File: src/rtl/sml_pkg.sv
package sml_pkg;

   // fixed field widths
   localparam int LABEL_W  = 3;
   localparam int KERNEL_W = 6;

   // configuration reset value
   localparam logic [KERNEL_W-1:0] KERNEL_RESET = KERNEL_W'(9);

   // defaults for the top level parameters
   localparam int DEF_MAX_WINDOW  = 63;
   localparam int DEF_NUM_CLASSES = 7;

   // wide enough for any window length in the parameter range
   localparam int WIDE_W = 8;

   typedef logic [LABEL_W-1:0] label_type;

endpackage

File: src/rtl/sml_if.sv
interface sml_req_if;
   import sml_pkg::*;

   logic      valid;
   logic      ready;
   label_type label_in;
   logic      last_in;

   modport source (output valid, output label_in, output last_in, input ready);
   modport sink (input valid, input label_in, input last_in, output ready);
endinterface

interface sml_rsp_if;
   import sml_pkg::*;

   logic      valid;
   logic      ready;
   label_type label_out;
   logic      last_out;

   modport source (output valid, output label_out, output last_out, input ready);
   modport sink (input valid, input label_out, input last_out, output ready);
endinterface

File: src/rtl/sml_ram.sv
module sml_ram #(
   parameter int WIDTH = 3,
   parameter int DEPTH = 64
) (
   input  logic                     clock,
   input  logic                     wr_en,
   input  logic [$clog2(DEPTH)-1:0] wr_addr,
   input  logic [WIDTH-1:0]         wr_data,
   input  logic                     rd_en,
   input  logic [$clog2(DEPTH)-1:0] rd_addr,
   output logic [WIDTH-1:0]         rd_data
);

   logic [WIDTH-1:0] mem_ff [DEPTH];
   logic [WIDTH-1:0] rd_data_ff;

   always_ff @(posedge clock) begin
      if (wr_en) begin
         mem_ff[wr_addr] <= wr_data;
      end
      if (rd_en) begin
         rd_data_ff <= mem_ff[rd_addr];
      end
   end

   assign rd_data = rd_data_ff;

endmodule

File: src/rtl/sliding_majority_label_filter.sv
// path: a label is registered into stage 1, and its result into the output register
// throughput: one label transaction per cycle while the output is not stalled; each
//   history ram copy takes one write and one registered read per transaction
// end of sequence: the flush emits up to (K-1)/2 held zeros, one per cycle while
//   the output is ready, after the last label's own result if any, stalling the input
// reset: kernel size 9, empty sequence; history entries are only read after written
module sliding_majority_label_filter #(
   parameter int MAX_WINDOW  = sml_pkg::DEF_MAX_WINDOW,
   parameter int NUM_CLASSES = sml_pkg::DEF_NUM_CLASSES
) (
   input  logic                          clock,
   input  logic                          reset,
   sml_req_if.sink                       req_port,
   sml_rsp_if.source                     rsp_port,
   input  logic                          csr_write_en,
   input  logic [sml_pkg::KERNEL_W-1:0]  csr_write_data
);
   import sml_pkg::*;

   // history ram holds one spare entry so that the label leaving a full
   // window never shares an address with the label being written
   localparam int DEPTH    = MAX_WINDOW + 1;
   localparam int AW       = $clog2(DEPTH);
   localparam int KW       = $clog2(MAX_WINDOW + 1);
   localparam int FW       = $clog2(MAX_WINDOW + 2);
   localparam int FILL_MAX = MAX_WINDOW + 1;

   typedef struct packed {
      label_type     label;
      logic          last;
      logic          has_main;     // a window centers on a position this transaction
      logic          full;         // window complete, vote applies
      logic          leave_en;     // oldest label drops out of the counts
      logic          self_center;  // window center is the new label itself
      logic [KW-1:0] pend;         // held zeros emitted on flush
      logic [KW-1:0] thresh;       // majority threshold k/2+1
   } s1_type;

   // ---------------------------------------------------------------
   // configuration and effective window geometry
   // ---------------------------------------------------------------
   logic [KERNEL_W-1:0] kernel_ff;
   logic [WIDE_W-1:0]   k_wide;
   logic [KW-1:0]       k_eff;
   logic [KW-1:0]       d_off;
   logic [KW-1:0]       thresh;

   always_ff @(posedge clock) begin
      if (reset) begin
         kernel_ff <= KERNEL_RESET;
      end else if (csr_write_en) begin
         kernel_ff <= csr_write_data;
      end
   end

   always_comb begin
      k_wide = WIDE_W'(kernel_ff);
      if (k_wide == '0) begin
         k_wide = WIDE_W'(1);
      end else if (k_wide > WIDE_W'(MAX_WINDOW)) begin
         k_wide = WIDE_W'(MAX_WINDOW);
      end
      k_eff  = k_wide[KW-1:0];
      // center offset from the newest label
      d_off  = (k_eff - KW'(1)) >> 1;
      thresh = (k_eff >> 1) + KW'(1);
   end

   // ---------------------------------------------------------------
   // stage 0: accept, write history, issue center and leaving reads
   // ---------------------------------------------------------------
   logic          accept;
   logic          s1_valid_ff;
   logic          s1_valid_in;
   logic          s1_advance;
   s1_type        s1_ff;
   s1_type        s1_in;
   logic [AW-1:0] wp_ff;
   logic [AW-1:0] wp_in;
   logic [FW-1:0] fill_ff;
   logic [FW-1:0] fill_in;
   logic [FW-1:0] fill_new;
   label_type     label_clean;
   logic [AW:0]   wp_ext;
   logic [AW:0]   center_off;
   logic [AW:0]   leave_off;
   logic [AW-1:0] center_addr;
   logic [AW-1:0] leave_addr;

   assign req_port.ready = !s1_valid_ff || s1_advance;
   assign accept         = req_port.valid && req_port.ready;

   always_comb begin
      // out of range labels count as background
      label_clean = req_port.label_in;
      if (int'(req_port.label_in) >= NUM_CLASSES) begin
         label_clean = '0;
      end

      fill_new = (fill_ff == FW'(FILL_MAX)) ? fill_ff : fill_ff + FW'(1);

      // circular addressing, newest label at wp_ff
      wp_ext     = {1'b0, wp_ff};
      center_off = (AW + 1)'(d_off);
      leave_off  = (AW + 1)'(k_eff);
      if (wp_ext >= center_off) begin
         center_addr = AW'(wp_ext - center_off);
      end else begin
         center_addr = AW'(wp_ext + (AW + 1)'(DEPTH) - center_off);
      end
      if (wp_ext >= leave_off) begin
         leave_addr = AW'(wp_ext - leave_off);
      end else begin
         leave_addr = AW'(wp_ext + (AW + 1)'(DEPTH) - leave_off);
      end

      wp_in   = wp_ff;
      fill_in = fill_ff;
      if (accept) begin
         wp_in   = (wp_ff == AW'(DEPTH - 1)) ? '0 : wp_ff + AW'(1);
         fill_in = req_port.last_in ? '0 : fill_new;
      end
      if (csr_write_en) begin
         fill_in = '0;
      end

      s1_in.label       = label_clean;
      s1_in.last        = req_port.last_in;
      s1_in.has_main    = fill_new > FW'(d_off);
      s1_in.full        = fill_new >= FW'(k_eff);
      s1_in.leave_en    = fill_new > FW'(k_eff);
      s1_in.self_center = (d_off == '0);
      s1_in.pend        = (fill_new < FW'(d_off)) ? fill_new[KW-1:0] : d_off;
      s1_in.thresh      = thresh;

      s1_valid_in = s1_valid_ff;
      if (accept) begin
         s1_valid_in = 1'b1;
      end else if (s1_advance) begin
         s1_valid_in = 1'b0;
      end
   end

   always_ff @(posedge clock) begin
      if (reset) begin
         wp_ff       <= '0;
         fill_ff     <= '0;
         s1_valid_ff <= 1'b0;
      end else begin
         wp_ff       <= wp_in;
         fill_ff     <= fill_in;
         s1_valid_ff <= s1_valid_in;
      end
   end

   always_ff @(posedge clock) begin
      if (accept) begin
         s1_ff <= s1_in;
      end
   end

   // two copies of the history so the center and leaving labels are read in the same cycle
   label_type center_rd;
   label_type leave_rd;

   sml_ram #(
      .WIDTH (LABEL_W),
      .DEPTH (DEPTH)
   ) u_center_ram (
      .clock   (clock),
      .wr_en   (accept),
      .wr_addr (wp_ff),
      .wr_data (label_clean),
      .rd_en   (accept),
      .rd_addr (center_addr),
      .rd_data (center_rd)
   );

   sml_ram #(
      .WIDTH (LABEL_W),
      .DEPTH (DEPTH)
   ) u_leave_ram (
      .clock   (clock),
      .wr_en   (accept),
      .wr_addr (wp_ff),
      .wr_data (label_clean),
      .rd_en   (accept),
      .rd_addr (leave_addr),
      .rd_data (leave_rd)
   );

   // ---------------------------------------------------------------
   // stage 1: incremental class counts and majority vote
   // ---------------------------------------------------------------
   logic [KW-1:0] counts_ff  [NUM_CLASSES];
   logic [KW-1:0] counts_new [NUM_CLASSES];
   label_type     center_label;
   label_type     maj_class;
   logic          maj_found;
   label_type     vote;
   logic          job_has_out;
   logic          out_free;

   always_comb begin
      center_label = s1_ff.self_center ? s1_ff.label : center_rd;
      for (int c = 0; c < NUM_CLASSES; c++) begin
         counts_new[c] = counts_ff[c]
                         + KW'(int'(s1_ff.label) == c)
                         - KW'(s1_ff.leave_en && (int'(leave_rd) == c));
      end
      // background never wins the vote
      maj_found = 1'b0;
      maj_class = '0;
      for (int c = 1; c < NUM_CLASSES; c++) begin
         if (counts_new[c] >= s1_ff.thresh) begin
            maj_found = 1'b1;
            maj_class = LABEL_W'(c);
         end
      end
      if (!s1_ff.full) begin
         vote = '0;
      end else if (maj_found) begin
         vote = maj_class;
      end else begin
         vote = center_label;
      end
   end

   // a last label always yields at least one result
   assign job_has_out = s1_ff.has_main || s1_ff.last;

   always_ff @(posedge clock) begin
      if (reset || csr_write_en) begin
         for (int c = 0; c < NUM_CLASSES; c++) begin
            counts_ff[c] <= '0;
         end
      end else if (s1_advance) begin
         for (int c = 0; c < NUM_CLASSES; c++) begin
            counts_ff[c] <= s1_ff.last ? '0 : counts_new[c];
         end
      end
   end

   // ---------------------------------------------------------------
   // output register and flush sequencer
   // ---------------------------------------------------------------
   logic          out_valid_ff;
   logic          out_valid_in;
   label_type     out_label_ff;
   label_type     out_label_in;
   logic          out_last_ff;
   logic          out_last_in;
   logic [KW-1:0] zeros_left_ff;
   logic [KW-1:0] zeros_left_in;
   logic          slot_open;

   assign slot_open  = !out_valid_ff || rsp_port.ready;
   assign out_free   = slot_open && (zeros_left_ff == '0);
   assign s1_advance = s1_valid_ff && (!job_has_out || out_free);

   always_comb begin
      out_valid_in  = out_valid_ff;
      out_label_in  = out_label_ff;
      out_last_in   = out_last_ff;
      zeros_left_in = zeros_left_ff;
      if (out_valid_ff && rsp_port.ready) begin
         out_valid_in = 1'b0;
      end
      if ((zeros_left_ff != '0) && slot_open) begin
         // drain held positions of a flushed sequence
         out_valid_in  = 1'b1;
         out_label_in  = '0;
         out_last_in   = (zeros_left_ff == KW'(1));
         zeros_left_in = zeros_left_ff - KW'(1);
      end else if (s1_advance && job_has_out) begin
         out_valid_in = 1'b1;
         if (s1_ff.has_main) begin
            out_label_in  = vote;
            out_last_in   = s1_ff.last && (s1_ff.pend == '0);
            zeros_left_in = s1_ff.last ? s1_ff.pend : '0;
         end else begin
            out_label_in  = '0;
            out_last_in   = (s1_ff.pend == KW'(1));
            zeros_left_in = s1_ff.pend - KW'(1);
         end
      end
   end

   always_ff @(posedge clock) begin
      if (reset) begin
         out_valid_ff  <= 1'b0;
         zeros_left_ff <= '0;
      end else begin
         out_valid_ff  <= out_valid_in;
         zeros_left_ff <= zeros_left_in;
      end
   end

   always_ff @(posedge clock) begin
      out_label_ff <= out_label_in;
      out_last_ff  <= out_last_in;
   end

   assign rsp_port.valid     = out_valid_ff;
   assign rsp_port.label_out = out_label_ff;
   assign rsp_port.last_out  = out_last_ff;

endmodule

File: src/flat_wrapper.sv
// flat-port wrapper written by rule: the top's interface ports become plain ports
module sliding_majority_label_filter_flat import sml_pkg::*;
#(
   parameter int MAX_WINDOW  = sml_pkg::DEF_MAX_WINDOW,
   parameter int NUM_CLASSES = sml_pkg::DEF_NUM_CLASSES
)
  (clock, reset, csr_write_en, csr_write_data, req_port_valid, req_port_label_in, req_port_last_in, req_port_ready, rsp_port_valid, rsp_port_label_out, rsp_port_last_out, rsp_port_ready);
  sml_req_if req_port_i ();
  sml_rsp_if rsp_port_i ();
  input  logic clock;
  input  logic reset;
  input  logic csr_write_en;
  input  logic [sml_pkg::KERNEL_W-1:0] csr_write_data;
  input wire logic [$bits(req_port_i.valid)-1:0] req_port_valid;
  input wire logic [$bits(req_port_i.label_in)-1:0] req_port_label_in;
  input wire logic [$bits(req_port_i.last_in)-1:0] req_port_last_in;
  output wire logic [$bits(req_port_i.ready)-1:0] req_port_ready;
  output wire logic [$bits(rsp_port_i.valid)-1:0] rsp_port_valid;
  output wire logic [$bits(rsp_port_i.label_out)-1:0] rsp_port_label_out;
  output wire logic [$bits(rsp_port_i.last_out)-1:0] rsp_port_last_out;
  input wire logic [$bits(rsp_port_i.ready)-1:0] rsp_port_ready;
  assign req_port_i.valid = req_port_valid;
  assign req_port_i.label_in = req_port_label_in;
  assign req_port_i.last_in = req_port_last_in;
  assign req_port_ready = req_port_i.ready;
  assign rsp_port_valid = rsp_port_i.valid;
  assign rsp_port_label_out = rsp_port_i.label_out;
  assign rsp_port_last_out = rsp_port_i.last_out;
  assign rsp_port_i.ready = rsp_port_ready;
  sliding_majority_label_filter #(.MAX_WINDOW(MAX_WINDOW), .NUM_CLASSES(NUM_CLASSES)) u_core (.clock(clock), .reset(reset), .req_port(req_port_i), .rsp_port(rsp_port_i), .csr_write_en(csr_write_en), .csr_write_data(csr_write_data));
endmodule
File: config.mk
export PLATFORM = sky130hd
export DESIGN_NAME = sliding_majority_label_filter_flat
export DESIGN_NICKNAME = d
export VERILOG_FILES = /design/src/rtl/sml_pkg.sv /design/src/rtl/sml_if.sv /design/src/rtl/sml_ram.sv /design/src/rtl/sliding_majority_label_filter.sv /design/src/flat_wrapper.sv
export SDC_FILE = /design/constraint.sdc
export NUM_CORES = 1
export LEC_CHECK = 0
export ABC_AREA = 0
export BUFFER_PORTS_ARGS = -buffer_cell sky130_fd_sc_hd__buf_2
export CORE_ASPECT_RATIO = 0.7
export CORE_MARGIN = 2
export CORE_UTILIZATION = 45
export DETAILED_ROUTE_END_ITERATION = 8
export PLACE_DENSITY = 0.6
export SYNTH_ARGS = -nofsm -noshare
export SYNTH_HDL_FRONTEND = slang
export SYNTH_HIERARCHICAL = 1
export SYNTH_SLANG_ARGS = --single-unit
export TNS_END_PERCENT = 1
File: constraint.sdc
create_clock -name clock -period 10.5 [get_ports clock]
set_clock_uncertainty 0.1 [all_clocks]
set_input_delay 2.625 -clock clock [delete_from_list [all_inputs] [get_ports clock]]
set_output_delay 2.625 -clock clock [all_outputs]
set_load 0.005 [all_outputs]
# After elaboration in Yosys (flattened, before gate mapping)
# Memories as Yosys holds them, arrays and structs flattened. A register that Yosys moved wholly into a read port is not among the register bits.
# Cells that the tools add are included.
[word_totals]
inputBits = 15
ff_bits = 51
mem_count = 3
elab_cells = 171
out_inout_bits = 6
ramBits = 426
[op_classes]
n_reduce_logical = 33
muxes = 57
bitwise = 7
n_addsub = 25
magnitude_cmp = 13
eq_ne = 16
[memory_table]
columns = ["memory", "words", "word_bits", "read_ports", "rd_ports_with_merged_regs", "wr", "line", "source"]
rows = [
  ["u_core.u_center_ram.mem_ff", 64, 3, 1, 1, 1, "sml_ram.sv:14", "logic [WIDTH-1:0] mem_ff [DEPTH];"],
  ["u_core.u_leave_ram.mem_ff", 64, 3, 1, 1, 1, "sml_ram.sv:14", ""],
  ["u_core.counts_ff", 7, 6, 7, 0, 7, "sliding_majority_label_filter.sv:195", "logic [KW-1:0] counts_ff [NUM_CLASSES];"],
]
[op_table]
columns = ["operator", "n"]
rows = [
  ["$mux 6", 22],
  ["$add 6x1->6", 7],
  ["$ge 6x6->1", 7],
  ["$sub 6x1->6", 7],
  ["$eq 3x3->1 const B", 8],
  ["$logic_not 6->1", 4],
  ["$mux 3", 8],
  ["$mux 1", 22],
  ["$sub 6x1->6 const B", 3],
  ["$logic_and 1x1->1", 14],
  ["$mux 7", 2],
  ["$add 6x1->6 const B", 2],
  ["$eq 3x2->1 const B", 4],
  ["$eq 6x1->1 const B", 2],
  ["$sub 6x5->6", 2],
  ["$sub 6x6->6", 2],
  ["$add 7x1->7 const B", 1],
  ["$eq 7x7->1 const B", 1],
  ["$ge 7x6->1", 1],
  ["$gt 7x5->1", 1],
  ["$gt 7x6->1", 1],
  ["$lt 7x5->1", 1],
  ["$or 1x1->1", 7],
  ["$add 5x1->6 const B", 1],
  ["other kinds (12)", 21],
]

# Longest topological paths before layout
# Gate-level depths: netlist of run 1.
[depth]
word_depth = 13
mapped_depth = 19
depth_no_buf = 17

# Modules after synthesis
# Netlist of run 1, hierarchy kept.
[by_module_without_submodules]
columns = ["mod", "instances", "seq_area_each_um2", "area_per_inst_um2", "cells_per_inst"]
rows = [
  ["sml_ram", 2, 5855.6, 7893.8, 423],
  ["sliding_majority_label_filter", 1, 2312.2, 6731.5, 708],
]

# Worst setup path before layout of run 1
# OpenSTA, ideal clock, no wires.
[synth_path]
kind = "input to register"
from = "in req_port_label_in[0]"
to = "reg u_core/s1_ff[17] (netlist name), data pin"
setup_slack_ns = 1.313
required_time_ns = 9.148
t_arrival_ns = 7.836
setup_ns = 1.252
n_path_buf = 0
path_stages = 1
cell_sequence = "a21boi_0"
[synth_between]
elab_chain_cells = 2
[synth_lines]
columns = ["element", "line", "source"]
rows = [
  ["start, declared", "flat_wrapper.sv:15", "input wire logic [$bits(req_port_i.label_in)-1:0] req_port_label_in;"],
  ["$ge 3x3->1", "sliding_majority_label_filter.sv:96", "if (int'(req_port.label_in) >= NUM_CLASSES) begin"],
  ["$mux 3 (*)", "sliding_majority_label_filter.sv:96", ""],
  ["end signal, assigned", "sliding_majority_label_filter.sv:158", "s1_ff <= s1_in;"],
  ["end, declared", "sliding_majority_label_filter.sv:76", "s1_type s1_ff;"],
]
# Every way passes the cells marked *; elsewhere a longest branch is shown, timed or not.
# A chain may end at the register's enable or synchronous reset.

# Final worst setup path of run 1
[layout_path]
from = "in rsp_port_ready"
to = "out req_port_ready"
[layout_between]
elab_chain_cells = 5
[layout_lines]
columns = ["element", "line", "source"]
rows = [
  ["start, declared", "flat_wrapper.sv:21", "input wire logic [$bits(rsp_port_i.ready)-1:0] rsp_port_ready;"],
  ["$logic_or 1x1->1", "sliding_majority_label_filter.sv:257", "assign slot_open = !out_valid_ff || rsp_port.ready;"],
  ["$logic_and 1x1->1", "sliding_majority_label_filter.sv:258", "assign out_free = slot_open && (zeros_left_ff == '0);"],
  ["$logic_or 1x1->1", "sliding_majority_label_filter.sv:259", "assign s1_advance = s1_valid_ff && (!job_has_out || out_free);"],
  ["$logic_and 1x1->1", "sliding_majority_label_filter.sv:259", ""],
  ["$logic_or 1x1->1", "sliding_majority_label_filter.sv:90", "assign req_port.ready = !s1_valid_ff || s1_advance;"],
  ["end, declared", "flat_wrapper.sv:17", "output wire logic [$bits(req_port_i.ready)-1:0] req_port_ready;"],
]
# No other way between the ends.

==> results of run 1 <==
==> cells in the mapped netlist (all sizes together), types with 5 or more instances <==
master | instances | area, um2
nand2b | 29 | 181.4
and2 | 26 | 162.7
dfxtp | 30 | 600.6
nand2 | 60 | 225.2
nor3b | 9 | 67.56
edfxtp | 447 | 13420
inv | 102 | 387.9
a21oi | 52 | 260.3
nand3b | 7 | 52.55
ha | 103 | 1289
a2111oi | 8 | 70.07
nor2 | 183 | 686.9
mux2i | 28 | 280.3
fa | 8 | 160.2
clkbuf | 37 | 141.4
o22ai | 8 | 50.05
and3 | 9 | 56.30
buf | 24 | 152.7
a31oi | 6 | 37.54
nand4 | 13 | 96.34
a21o | 18 | 135.1
or3 | 5 | 31.28
o211ai | 10 | 75.07
a211oi | 6 | 55.05
nand3 | 35 | 175.2
a311oi | 5 | 43.79
nor3 | 22 | 121.4
mux4 | 94 | 2155
xor2 | 15 | 131.4
nor2b | 27 | 183.9
o21a | 7 | 52.55
xnor2 | 44 | 385.4
o21bai | 7 | 52.55
o21ai | 25 | 140.1
==> metal layers <==
layer / routed length [um] / vias up / GRT usage
met1: 23780 / 6558 / 0.2980
li1: - / 5944 / -
met2: 21140 / 400 / 0.2839
met4: 778 / 0 / 0.03888
met5: 0 / - / 0
met3: 3680 / 64 / 0.03680
==> area by class of cell <==
class | instances | area [um2] | share of cell area
multi-input combinational | 914 | 7875 | 0.3151
tap | 665 | 832.0 | 0.03330
timing repair buffer | 42 | 265.3 | 0.01061
clock buffer | 50 | 1166 | 0.04667
clock inverter | 32 | 439.2 | 0.01757
sequential | 477 | 14020 | 0.5612
inverter | 102 | 387.9 | 0.01552
==> where the power goes <==
part	leakage [nW]	total, mW	internal [mW]	switching (mW)
registers	4.28	2.21	2.16	0.0536
logic	3.57	1.29	0.558	0.732
clock network	0.754	1.76	1.01	0.746
total	8.60	5.26	3.73	1.53
==> logic make-up (layout without fill, tap and decap cells) <==
| family | Yosys count | in the layout |
|---|---|---|
| flip-flops | 477 | 477 |
| AND/OR/NAND/NOR | 442 | 442 |
| AO/OA/AOI/OAI | 176 | 176 |
| buffers and inverters | 163 | 226 |
| multiplexers | 125 | 125 |
| adder cells (fa/ha/maj) | 111 | 111 |
| XOR/XNOR | 59 | 59 |
| other | 1 | 1 |
==> worst max path at each step <==
stage | startpoint | end | slack [ns] | depth (start not counted)
global placement | rsp_port_ready | req_port_ready | 4.28 | 5
finish | rsp_port_ready | req_port_ready | 4.24 | 5
detailed placement | rsp_port_ready | req_port_ready | 4.26 | 5
CTS | rsp_port_ready | req_port_ready | 4.25 | 5
floorplan | req_port_label_in[0] | u_core/s1_ff[17] | 1.31 | 1
global route | rsp_port_ready | req_port_ready | 4.19 | 5
==> registers in the layout, indices dropped and copies added, names as in the netlist <==
name,count
u_core/u_leave_ram/mem_ff,192
u_core/wp_ff,6
u_core/u_center_ram/rd_data,3
u_core/kernel_ff,6
u_core/rsp_port.valid,1
u_core/rsp_port.label_out,3
u_core/s1_valid_ff,1
u_core/u_leave_ram/rd_data,3
u_core/s1_ff,20
u_core/fill_ff,7
u_core/rsp_port.last_out,1
u_core/zeros_left_ff,6
u_core/counts_ff,36
u_core/u_center_ram/mem_ff,192
==> worst max-delay path: stages <==
cell and delay [ns]:
buf_2 0.10, nor2b_1 0.35, nor3_4 0.13, nand2b_1 0.19
buf_2 0.13
==> stage by stage <==
step                      utilization  std cells  hold slack [ns]  setup WS, ns
after detailed placement       0.4739       2200           0.3759         4.256
final                          0.5064       2282           0.3901         4.245
after CTS                      0.5064       2282           0.3847         4.254
after floorplan                     -       1554           0.3436         1.313
after global routing           0.5064       2282           0.4101         4.188
after global placement         0.4739       2200           0.3678         4.284
==> flow_summary_export.csv, run 1 <==
group,metric,value,unit
worst_setup_path,critical_path_arrival,3.53,ns
cells_and_area,drive_gt1_frac,0.1410,
worst_setup_path,worst_setup_path_end_kind,"output port",
status,status,"finished, final reports clean",
clock_tree,postCtsSetupRepairBufs,0,
floorplanning,dieArea,0.05188,mm2
global_route,grt_pass1_wl,76360,um
timing,worst_slew_pin_slew,1.021,ns
timing,setup_viol,0,
global_route,grt_pass1_vias,12890,
logic_synthesis,synth-edff-count,447,
floorplanning,rows,68,
cells_and_area,diodes,0,
clock_tree,cts_tree,"done",
detailed_routing,firstDrtPassIters,7,
worst_hold_path,hold_end,"u_core/zeros_left_ff[1]",
power,finalPower,5.259,mW
logic_synthesis,ys_seq_elements,477,
clock_tree,cts_sinks,477,
detailed_routing,postRouteAntennaNets,0,
cells_and_area,mostFrequentLayoutCell,"edfxtp_1",
floorplanning,die_w,271.4,um
detailed_routing,wl_per_cell,21.64,um
worst_setup_path,r2r_setup_slack,5.74,ns
worst_hold_path,hold_start,"u_core/zeros_left_ff[1]",
worst_setup_path,r2r_end,"u_core/u_center_ram/rd_data[1]",
logic_synthesis,synth.distinct_cells,69,
global_route,track_usage,0.1929,
worst_setup_path,r2r_cells,14,
floorplanning,die_y,191.2,um
logic_synthesis,syn_area_per_cell,14.49,um2
logic_synthesis,synthSimpleGateAreaFrac,0.09690,
clock_tree,cts_buffer_depth,3,
worst_setup_path,start_kind,"input pin",
placement,gp_congestion,0.8003,
cells_and_area,stdcell_area,0.02499,mm2
logic_synthesis,synth_compound_area_frac,0.05301,
logic_synthesis,synthMuxAreaShare,0.1096,
clock_tree,cts-root-buf,"clkbuf_16",
power,power_density,210.5,mW/mm2
logic_synthesis,yosysWarnings,6,
worst_setup_path,worstPathRequired,7.78,ns
logic_synthesis,syn_area,0.02252,mm2
timing,slew_violations,0,
logic_synthesis,synth-xor-area-share,0.02295,
logic_synthesis,synth_fa_ha_area_frac,0.06434,
timing,rsz0062_at_grt,"false",
global_route,grt-ovfl-total,0,
logic_synthesis,ys.flop_type,"edfxtp_1",
worst_setup_path,cp_max_fo,6,
logic_synthesis,ys_async_sr_fraction,0,
timing,max_slew_margin,0.3194,
logic_synthesis,postSynthCellCount,1554,
cells_and_area,fillers,4128,
power,ir_worst_vdd,0.1233,mV
detailed_routing,drc,0,
placement,dp_hpwl,30980,um
floorplanning,start_util,0.4563,
floorplanning,io_pins,21,
cells_and_area,final_cell_mix,"edfxtp_1, nor2_1, ha_1, inv_1, mux4_2",
clock_tree,clk-insertion-delay-late,0.58,ns
global_route,antenna_found_initial,0,
floorplanning,core,0.04935,mm2
timing,fin_crit_sh,0.5957,
worst_setup_path,r2r-start,"u_core/kernel_ff[5]",
logic_synthesis,ys_seq_area_frac,0.6227,
timing,hold_violations,0,
job,cap_viol_max_count,0,
detailed_routing,drtIter0Drc,1104,
detailed_routing,dr_total_vias,12970,
clock_tree,cts_buffers,46,
clock_tree,hold_buffers,0,
placement,port_buffers,20,
cells_and_area,nets,1709,
worst_hold_path,hp-class,"flop to flop",
clock_tree,cts_resized,0,
logic_synthesis,synth_top_family_by_area,"multiplexers",
clock_tree,htreeDepth,2,
power,leakage,8.603,nW
timing,setup_tns,0,ns
placement,dpl-instance-area,0.02338,mm2
clock_tree,clk_pin_slew,0.07,ns
timing,finalCriticalPeriod,6.255,ns
timing,fmax,0.1599,GHz
detailed_routing,wl,49380,um
worst_setup_path,crit_type,"input pin to output port",
worst_hold_path,min_path_cells,2,
detailed_routing,viasPerCell,5.682,
logic_synthesis,syn_nets,1680,
cells_and_area,area_growth,10.97,%
global_route,grt_max_degree,98,
(Power assumes the default switching activity.)
==> inputs of run 2 (changes only) <==
Settings changed: ABC_AREA 0 to 1, PLACE_DENSITY 0.6 to 0.62.
Clock period 10.5 ns to 5.06 ns, I/O delays scaled along.
==> run 2 against run 1 <==
Net effect: global-route usage is 0.97 points higher; worst hold slack worse by 0.041 ns; clock power rose by 110%; non-clock buffer count is the same; via count increased by 27%; critical path type is now flop to flop.
==> flow_summary_export.csv, run 2 <==
group,metric,value,unit
clock_tree,clk-insertion-delay-late,0.57,ns
logic_synthesis,ys.flop_type,"edfxtp_1",
floorplanning,die_y,194.9,um
logic_synthesis,postSynthCellCount,2346,
floorplanning,core,0.05111,mm2
cells_and_area,final_util,0.5039,
global_route,grt-ovfl-total,0,
detailed_routing,wl,54120,um
logic_synthesis,synth_top_family_by_area,"simple AND/OR/NAND/NOR gates",
timing,fin_crit_sh,0.7803,
timing,max_slew_margin,0.3629,
cells_and_area,drive_gt1_frac,0.06423,
worst_hold_path,hp-class,"flop to flop",
cells_and_area,fillers,4620,
cells_and_area,multi_input_area,0.008137,mm2
worst_setup_path,critical_path_arrival,4.18,ns
clock_tree,cts_sinks,477,
timing,worst_slew_pin_slew,0.9556,ns
placement,port_buffers,20,
logic_synthesis,yosys.area.top_type_share,0.5727,
logic_synthesis,yosys.area.top_type,"edfxtp_1",
clock_tree,cts-root-buf,"clkbuf_16",
logic_synthesis,syn_area,0.02344,mm2
logic_synthesis,synth.distinct_cells,43,
logic_synthesis,synth-xor-area-share,0.01911,
floorplanning,rows,69,
global_route,antenna_found_initial,1,
cells_and_area,reg.largest.list,"u_core/u_center_ram/mem_ff x192, u_core/u_leave_ram/mem_ff x192, u_core/counts_ff x36",
clock_tree,clk_pin_slew,0.07,ns
timing,setup_tns,0,ns
status,status,"finished, final reports clean",
worst_setup_path,worst_setup_path_end_kind,"flop",
cells_and_area,final_cell_mix,"nand2_1, edfxtp_1, nand3_1, nor2_1, inv_1",
timing,finalCriticalPeriod,3.948,ns
logic_synthesis,synth-edff-count,447,
cells_and_area,area_growth,9.876,%
timing,setup_viol,0,
power,power_density,442.6,mW/mm2
timing,fmax,0.2533,GHz
clock_tree,cts_resized,0,
placement,gp_congestion,0.8311,
clock_tree,postCtsSetupRepairBufs,0,
logic_synthesis,synth_fa_ha_area_frac,0.06182,
global_route,grt_pass1_vias,16140,
worst_setup_path,start_kind,"flop",
clock_tree,cts_buffers,47,
logic_synthesis,ys_seq_elements,477,
floorplanning,die_w,276.8,um
logic_synthesis,syn_nets,2472,
logic_synthesis,yosysWarnings,6,
global_route,track_usage,0.2026,
floorplanning,dieArea,0.05395,mm2
floorplanning,io_pins,21,
detailed_routing,drc,0,
logic_synthesis,synthMuxAreaShare,0.0009609,
global_route,grt_pass1_wl,87020,um
clock_tree,hold_buffers,0,
detailed_routing,dr_total_vias,16490,
logic_synthesis,synth_compound_area_frac,0.02621,
cells_and_area,seq_area,0.01402,mm2
job,cap_viol_max_count,0,
power,leakage,10.22,nW
worst_setup_path,crit_type,"flop to flop",
placement,dp_hpwl,34190,um
logic_synthesis,ys_async_sr_fraction,0,
logic_synthesis,syn_area_per_cell,9.990,um2
timing,rsz0062_at_grt,"false",
clock_tree,cts_buffer_depth,3,
floorplanning,start_util,0.4586,
logic_synthesis,synth.area.top_cells,"edfxtp_1, nand2_1, nand3_1",
detailed_routing,postRouteAntennaNets,0,
worst_setup_path,cp_max_fo,48,
logic_synthesis,synthMostInstantiatedCell,"nand2_1",
detailed_routing,viasPerCell,5.397,
worst_setup_path,worstPathRequired,5.29,ns
timing,slew_violations,0,
detailed_routing,firstDrtPassIters,7,
cells_and_area,diodes,0,
clock_tree,htreeDepth,2,
timing,hold_violations,0,
detailed_routing,drtIter0Drc,1446,
global_route,grt_max_degree,130,
power,ir_worst_vdd,0.3105,mV
logic_synthesis,synth_commonest_cells,"nand2_1, edfxtp_1, nand3_1",
cells_and_area,mostFrequentLayoutCell,"nand2_1",
logic_synthesis,ys_seq_area_frac,0.5983,
clock_tree,cts_tree,"done",
detailed_routing,wl_per_cell,17.71,um
cells_and_area,nets,2470,
logic_synthesis,synthSimpleGateAreaFrac,0.2367,
-- run 2: cell count changes after synthesis, moves of 18 or more --
cell / change
and2_1: -26
buf_2: +33
clkbuf_1: -18
inv_1: +97
mux2i_1: -28
mux4_2: -84
nand2_1: +569
nand2b_1: -29
nand3_1: +341
nor2_1: +28
nor2b_1: -25
xnor2_1: -40
xor2_1: +29
-- run 2: metal layers --
layer | vias to the layer above | GRT usage | wire, um
li1 | 7983 | - | -
met2 | 497 | 0.3268 | 24230
met5 | - | 0 | 0
met3 | 75 | 0.02849 | 3467
met4 | 0 | 0.04469 | 950
met1 | 7939 | 0.2919 | 25470
-- run 2: layout make-up --
cell class,instances,area share
Multi-Input combinational cell,1567,0.3160
Clock inverter,33,0.01647
Timing Repair Buffer,42,0.01176
Inverter,209,0.03066
Tap cell,674,0.03275
Clock buffer,54,0.04786
Sequential cell,477,0.5446
-- run 2: per-stage QoR --
stage               power, mW  setup slack (ns)  instance area, um2  cells  hold WS (ns)
global route            12.09            0.7756               25750   3056        0.3931
detailed placement      7.732             1.116               24100   2969        0.3357
floorplan               6.968             1.038               23450   2346        0.3360
CTS                     11.47             1.098               25750   3056        0.3525
finish                  11.40             1.112               25750   3056        0.3490
global placement        7.650             1.185               24100   2969        0.3362
-- run 2: report_power, final --
group          switching [mW]  total, mW  internal [mW]
logic                    2.12       3.09          0.966
registers               0.106       4.58           4.47
clock network            1.51       3.73           2.22
-- run 2: worst paths after layout --
check | from | to | slack [ns] | cells past startpoint
min | u_core/rsp_port.label_out[1] | u_core/rsp_port.label_out[1] | 0.35 | 2
min reg2reg | u_core/rsp_port.label_out[1] | u_core/rsp_port.label_out[1] | 0.35 | 2
max reg2reg | u_core/kernel_ff[2] | u_core/u_center_ram/rd_data[1] | 1.11 | 15
max | u_core/kernel_ff[2] | u_core/u_center_ram/rd_data[1] | 1.11 | 15
-- run 2: cell families (layout without fill, tap and decap cells) --
kind of cell | after synthesis | after routing
other | 1 | 1
AOI/OAI and AO/OA | 110 | 110
muxes | 2 | 2
adders and majority gates | 111 | 111
xor gates and xnor gates | 49 | 49
and+or+nand+nor | 1294 | 1294
buffers and inverters | 302 | 338
DFF | 477 | 477
-- run 2: worst max-delay path, stage by stage (launching register included) --
cell and delay, ns:
dfxtp_1 0.36, nor2_1 0.17, nand4_1 0.10, nand2_1 0.17
inv_1 0.07, ha_1 0.20, xnor2_1 0.49, fa_2 0.59
inv_2 0.68, nand3_1 0.17, nand3_1 0.16, nand2_1 0.11
nand2_1 0.07, nand3_1 0.07, nand3_1 0.11, nand2_1 0.05
